### src/rtl/svs_pkg.sv
`default_nettype none
package svs_pkg;

  // Field and arithmetic widths.
  localparam int W         = 48;
  localparam int UW        = 47;
  localparam int FRAC_BITS = 32;
  localparam int HALF_W    = W / 2;
  localparam int PROD_W    = 2 * W;
  localparam int MID_W     = W + 2;
  localparam int MID_EXT   = PROD_W - MID_W - HALF_W;

  // Stream and configuration widths.
  localparam int IN_W   = 5 * W;
  localparam int OUT_W  = 2 * W;
  localparam int CFG_AW = 3;

  // Cycles from the input register to the result register.
  localparam int PIPE_LAT = 16;

  // Output buffer; it must hold at least every item that can be in flight.
  localparam int FIFO_DEPTH = 32;
  localparam int FIFO_AW    = $clog2(FIFO_DEPTH);
  localparam logic [FIFO_AW:0] FIFO_FULL = (FIFO_AW + 1)'(FIFO_DEPTH);

  typedef logic signed [W-1:0] sval_t;

  localparam sval_t SVAL_MAX = {1'b0, {(W-1){1'b1}}};
  localparam sval_t SVAL_MIN = {1'b1, {(W-1){1'b0}}};

  localparam logic [UW-1:0] DT_RESET       = UW'(42949673);
  localparam logic [UW-1:0] SQRT_DT_RESET  = UW'(135818092);
  localparam logic [UW-1:0] HALF_INV_RESET = UW'(67909046);

  typedef enum logic [1:0] {
    MODE_EULER    = 2'd0,
    MODE_MILSTEIN = 2'd1,
    MODE_RK       = 2'd2
  } svs_mode_e;

  typedef enum logic [CFG_AW-1:0] {
    CFG_SCHEME   = 3'd0,
    CFG_DRIFT    = 3'd1,
    CFG_VOV      = 3'd2,
    CFG_DT       = 3'd3,
    CFG_SQRT_DT  = 3'd4,
    CFG_HALF_INV = 3'd5
  } svs_cfg_e;

  typedef struct packed {
    logic [1:0]    scheme;
    sval_t         drift;
    sval_t         vov;
    logic [UW-1:0] dt;
    logic [UW-1:0] sq_dt;
    logic [UW-1:0] half_inv;
  } svs_cfg_t;

  typedef struct packed {
    sval_t price;
    sval_t vol;
    sval_t mean;
    sval_t price_shock;
    sval_t vol_shock;
  } svs_item_t;

  typedef struct packed {
    logic  ovf;
    sval_t next_vol;
    sval_t next_price;
  } svs_res_t;

  typedef struct packed {
    logic  ovf;
    sval_t val;
  } svs_sat_t;

  function automatic svs_sat_t sat_add(sval_t a, sval_t b, logic do_sub);
    logic [W:0] s;
    svs_sat_t   r;
    if (do_sub) begin
      s = {a[W-1], a} - {b[W-1], b};
    end else begin
      s = {a[W-1], a} + {b[W-1], b};
    end
    r.ovf = s[W] ^ s[W-1];
    if (r.ovf) begin
      r.val = s[W] ? SVAL_MIN : SVAL_MAX;
    end else begin
      r.val = s[W-1:0];
    end
    return r;
  endfunction

  function automatic sval_t to_sval(logic [UW-1:0] x);
    return {{(W-UW){1'b0}}, x};
  endfunction

endpackage
`default_nettype wire

### src/rtl/svs_ofifo.sv
`default_nettype none
// Output buffer with credit count. The count covers every accepted item not
// yet delivered, so the free-running pipeline can never overfill the buffer.
module svs_ofifo (
  input  logic              clk_i,
  input  logic              rst_ni,
  input  logic              take_i,
  input  logic              wr_en_i,
  input  svs_pkg::svs_res_t wr_data_i,
  input  logic              rd_ready_i,
  output logic              room_o,
  output logic              rd_valid_o,
  output svs_pkg::svs_res_t rd_data_o
);

  svs_pkg::svs_res_t          mem_q [svs_pkg::FIFO_DEPTH];
  logic [svs_pkg::FIFO_AW:0]  wr_ptr_q, rd_ptr_q, cnt_q, cnt_d, occ;
  logic                       pop;

  assign occ        = wr_ptr_q - rd_ptr_q;
  assign rd_valid_o = (wr_ptr_q != rd_ptr_q);
  assign pop        = rd_valid_o & rd_ready_i;
  assign room_o     = (cnt_q != svs_pkg::FIFO_FULL);
  assign rd_data_o  = mem_q[rd_ptr_q[svs_pkg::FIFO_AW-1:0]];

  always_comb begin
    case ({take_i, pop})
      2'b10:   cnt_d = cnt_q + 1'b1;
      2'b01:   cnt_d = cnt_q - 1'b1;
      default: cnt_d = cnt_q;
    endcase
  end

  always_ff @(posedge clk_i) begin
    if (wr_en_i) begin
      mem_q[wr_ptr_q[svs_pkg::FIFO_AW-1:0]] <= wr_data_i;
    end
  end

  always_ff @(posedge clk_i or negedge rst_ni) begin
    if (!rst_ni) begin
      wr_ptr_q <= '0;
      rd_ptr_q <= '0;
      cnt_q    <= '0;
    end else begin
      cnt_q <= cnt_d;
      if (wr_en_i) begin
        wr_ptr_q <= wr_ptr_q + 1'b1;
      end
      if (pop) begin
        rd_ptr_q <= rd_ptr_q + 1'b1;
      end
    end
  end

  a_cnt_bound: assert property (@(posedge clk_i) disable iff (!rst_ni)
    cnt_q <= svs_pkg::FIFO_FULL)
    else $error("credit count above buffer depth");

  a_no_overfill: assert property (@(posedge clk_i) disable iff (!rst_ni)
    wr_en_i |-> occ != svs_pkg::FIFO_FULL)
    else $error("result written into a full buffer");

  a_occ_in_credit: assert property (@(posedge clk_i) disable iff (!rst_ni)
    occ <= cnt_q)
    else $error("buffer holds more beats than were accepted");

endmodule
`default_nettype wire

### config.mk
export PLATFORM = sky130hd
export DESIGN_NAME = svs_ofifo
export DESIGN_NICKNAME = d
export VERILOG_FILES = /design/src/rtl/svs_pkg.sv /design/src/rtl/svs_ofifo.sv
export SDC_FILE = /design/constraint.sdc
export NUM_CORES = 2
export LEC_CHECK = 0
export BUFFER_PORTS_ARGS = -buffer_cell sky130_fd_sc_hd__clkbuf_2
export CAP_MARGIN = 40
export CORE_MARGIN = 1.5
export CORE_UTILIZATION = 60
export DETAILED_ROUTE_END_ITERATION = 7
export GPL_ROUTABILITY_DRIVEN = 0
export PLACE_DENSITY = 0.77
export SETUP_SLACK_MARGIN = 0.4
export SYNTH_ARGS = -nofsm -noshare
export SYNTH_HDL_FRONTEND = slang
export SYNTH_SLANG_ARGS = --single-unit
### constraint.sdc
create_clock -name clk_i -period 15.3 [get_ports clk_i]
set_clock_uncertainty 0.05 [all_clocks]
set_input_delay 2.295 -clock clk_i [delete_from_list [all_inputs] [get_ports clk_i]]
set_output_delay 2.295 -clock clk_i [all_outputs]
set_load 0.05 [all_outputs]
==> summary.txt <==
Status: completed
R2R cell count: 11
Fraction of layout cells with a size suffix above 1: 21.8%
Synth Register Bits: 3122
Peak Freq: 129 MHz
CTS sink cnt: 3122
Vias in the first global route: 60636
IO Port Bufs: 200
Die ar.: 201000 µm²
Crit end category: primary output
Total number of vias: 60298
Ys flop type: edfxtp_1
Maximum Capacitance Violations: 0
Dpl hpwl: 149 mm
All-Layer GR Usage: 30.4%
Die height: 448 µm
Die width: 448 µm
Pleak: 43.6 nW
Mapped Avg Cell Area: 21.6 µm²
Setup WS pre-CTS: 8.32 ns
Worst hold path depth: 1
Drt first pass iters: 6
Layout area overhead: 12.4%
Largest net degree at the start of global routing: 139
Initial Utilization: 60.3%
Hold_buf cts: 0
Sequential area share after synthesis: 78.7%
CP startpoint: rd_ptr_q[0]
Setup bufs post-CTS: 0
Grt total ovfl: 0
Setup-failing EPs final: 0
Post-synthesis async set-or-reset flop share: 0.577%
Pwr Density: 188 nW/µm²
Worst VDD drop: 0.000171 V
Vias per cell: 6.87
Antenna violations before repair: 27
Setup slack, reg-to-reg: 10.68 ns
Filler cells: 11635
Core box area: 197000 µm²
Synth unique cells: 56
CTS tree: yes
Crit path time final: 7.76 ns
Ports: 201
Worst slew margin: 26.1%
Slew Limit Fails: 0
Syn Nets: 5625
Routed Antenna Nets: 0
Num rows: 163
First-pass GRT wire length: 431 mm
Skew-Pair Late Insertion Delay: 0.91 ns
Worst Setup Slack, final: 7.54 ns
Final worst-path cycle share: 50.7%
Critical path arrival: 5.42 ns
WS Path Type: reg2out
DP Cell Count: 8223
Hold Vio Cnt, Final: 0
Clk root buf: clkbuf_16
RR Endpoint: cnt_q[5]
Drt initial violations: 8039
Nets: 6011
Hold crit path type: reg2reg
# DRC: 0
Setup TNS: 0 ns
EDFF count, synth: 3104
Routed len/inst: 34.7 µm
CTS-repair resized insts: 0
End point of the critical path: rd_data_o[33]
Startpoint types: flip-flop
Num CTS Buffers: 312
Synth warn: 0
CP required: 12.96 ns
RSZ-0062 raised after global routing: false
Slew @ Worst Pin: 1.11 ns
Synthesized area: 119000 µm²
Worst-path clk slew: 0.06 ns
Worst-path fanout max: 107
WL final: 305 mm
FF-to-FF Start: rd_ptr_q[3]
CTS max path bufs: 4
Synthesized instance count: 5512
Finished Layout Cells: 8775
H-tree depth: 5
cell usage after synthesis (2+ instances only):
cell type,instances,area (µm²)
edfxtp_1,3104,93200
mux2i_1,616,6170
mux4_2,447,10100
a22oi_1,175,1310
buf_2,133,666
nor2_1,106,398
clkbuf_1,99,372
a221o_1,96,961
nor3_1,88,440
nand2b_1,79,494
o2111ai_1,79,692
a22o_1,77,674
o22a_1,77,674
mux2_2,43,484
buf_4,39,293
o22ai_1,38,238
buf_6,25,282
a211oi_1,21,158
a21oi_1,19,95.1
nand2_1,19,71.3
dfrtp_1,18,450
buf_1,17,63.8
xnor2_1,13,114
ha_1,10,125
inv_1,10,37.5
o21ai_0,9,45.0
nand3_1,8,40.0
xor2_1,4,35.0
nand3b_1,3,22.5
nor2b_1,3,18.8
or2_2,3,18.8
or3b_2,3,26.3
a221oi_1,2,17.5
and3_1,2,12.5
and4_1,2,17.5
and4b_1,2,20.0
nand4_1,2,12.5
nor4bb_1,2,20.0
o31ai_1,2,15.0
where the power goes:
| group | internal [mW] | switching [mW] | leakage, nW |
|---|---|---|---|
| Clock | 4.07 | 3.06 | 4.59 |
| Combinational | 2.79 | 5.09 | 10.8 |
| Sequential | 9.94 | 0.195 | 28.2 |
state kept, by name, summed over array words and instances (netlist names):
register,cells
wr_ptr_q,6
rd_ptr_q,6
mem_q,3104
cnt_q,6
metrics by stage:
step | power, mW | hold WS, ns | area, µm² | util (%)
5_1_grt | 25.9 | 0.453 | 134000 | 67.8
4_1_cts | 25.2 | 0.426 | 134000 | 67.8
6_report | 25.1 | 0.423 | 134000 | 67.8
3_5_place_dp | 18.1 | 0.412 | 124000 | 63.1
2_1_floorplan | 15.8 | 0.384 | 119000 | -
3_3_place_gp | 17.8 | 0.409 | 123000 | 62.4
how the worst min path moves through the flow:
| stage | to | from |
|---|---|---|
| 2_1_floorplan | cnt_q[5] | cnt_q[5] |
| 3_3_place_gp | cnt_q[5] | cnt_q[5] |
| 3_5_place_dp | cnt_q[5] | cnt_q[5] |
| 4_1_cts | cnt_q[5] | cnt_q[5] |
| 5_1_grt | cnt_q[5] | cnt_q[5] |
| 6_report | cnt_q[5] | cnt_q[5] |
final cells by class:
type,count,area [µm²],area share [%]
clock buffers,393,8370,6.25
diodes,18,45.0,0.0337
inverters,10,37.5,0.0281
flip-flops and latches,3122,93700,70.0
well taps,2640,3300,2.47
multi-input cells,2066,23900,17.9
clock inverters,140,977,0.730
repair buffers,386,3440,2.57
placed cells by master, fill, tap and decap left out, types with 19 or more instances in the layout:
| cell | count |
|---|---|
| o22ai_1 | 38 |
| buf_16 | 37 |
| a21oi_1 | 19 |
| o22a_1 | 77 |
| buf_4 | 117 |
| mux4_2 | 447 |
| a211oi_1 | 21 |
| clkbuf_16 | 324 |
| mux2_2 | 43 |
| buf_12 | 25 |
| clkbuf_2 | 200 |
| mux2i_1 | 616 |
| a22o_1 | 77 |
| clkbuf_1 | 69 |
| nor3_1 | 77 |
| edfxtp_1 | 3104 |
| a22oi_1 | 175 |
| a221o_1 | 96 |
| o2111ai_1 | 79 |
| nor2_1 | 82 |
| nand2b_1 | 79 |
| clkinv_1 | 65 |
| clkinv_2 | 54 |
| nor2_4 | 23 |
critical path, stage by stage, from the launching register on:
cell and delay [ns]:
dfrtp_4 0.48, buf_16 0.31, buf_12 0.62, buf_4 0.71, buf_4 0.71, mux4_2 0.36
a22oi_1 0.08, a211oi_1 0.62, clkbuf_2 0.39
cell families (layout without fill, tap and decap cells):
kind of cell | after synthesis | in the layout | synth area share, %
DFF | 3122 | 3122 | 78.7
muxes | 1106 | 1106 | 14.0
AOI/OAI and AO/OA | 601 | 601 | 4.14
and+or+nand+nor | 331 | 331 | 1.42
buffers and inverters | 324 | 929 | 1.45
xor gates and xnor gates | 17 | 17 | 0.125
adders and majority gates | 11 | 11 | 0.122
other | 0 | 18 | 0
metal layers:
layer  wire, µm  part of all wire [%]  GRT usage, %
met1     106000                    35          40.3
met2     151000                    50          49.8
met3      32800                    11          5.65
met4      14000                   4.6          13.5
met5         97                 0.032             0
(Power assumes the default switching activity.)
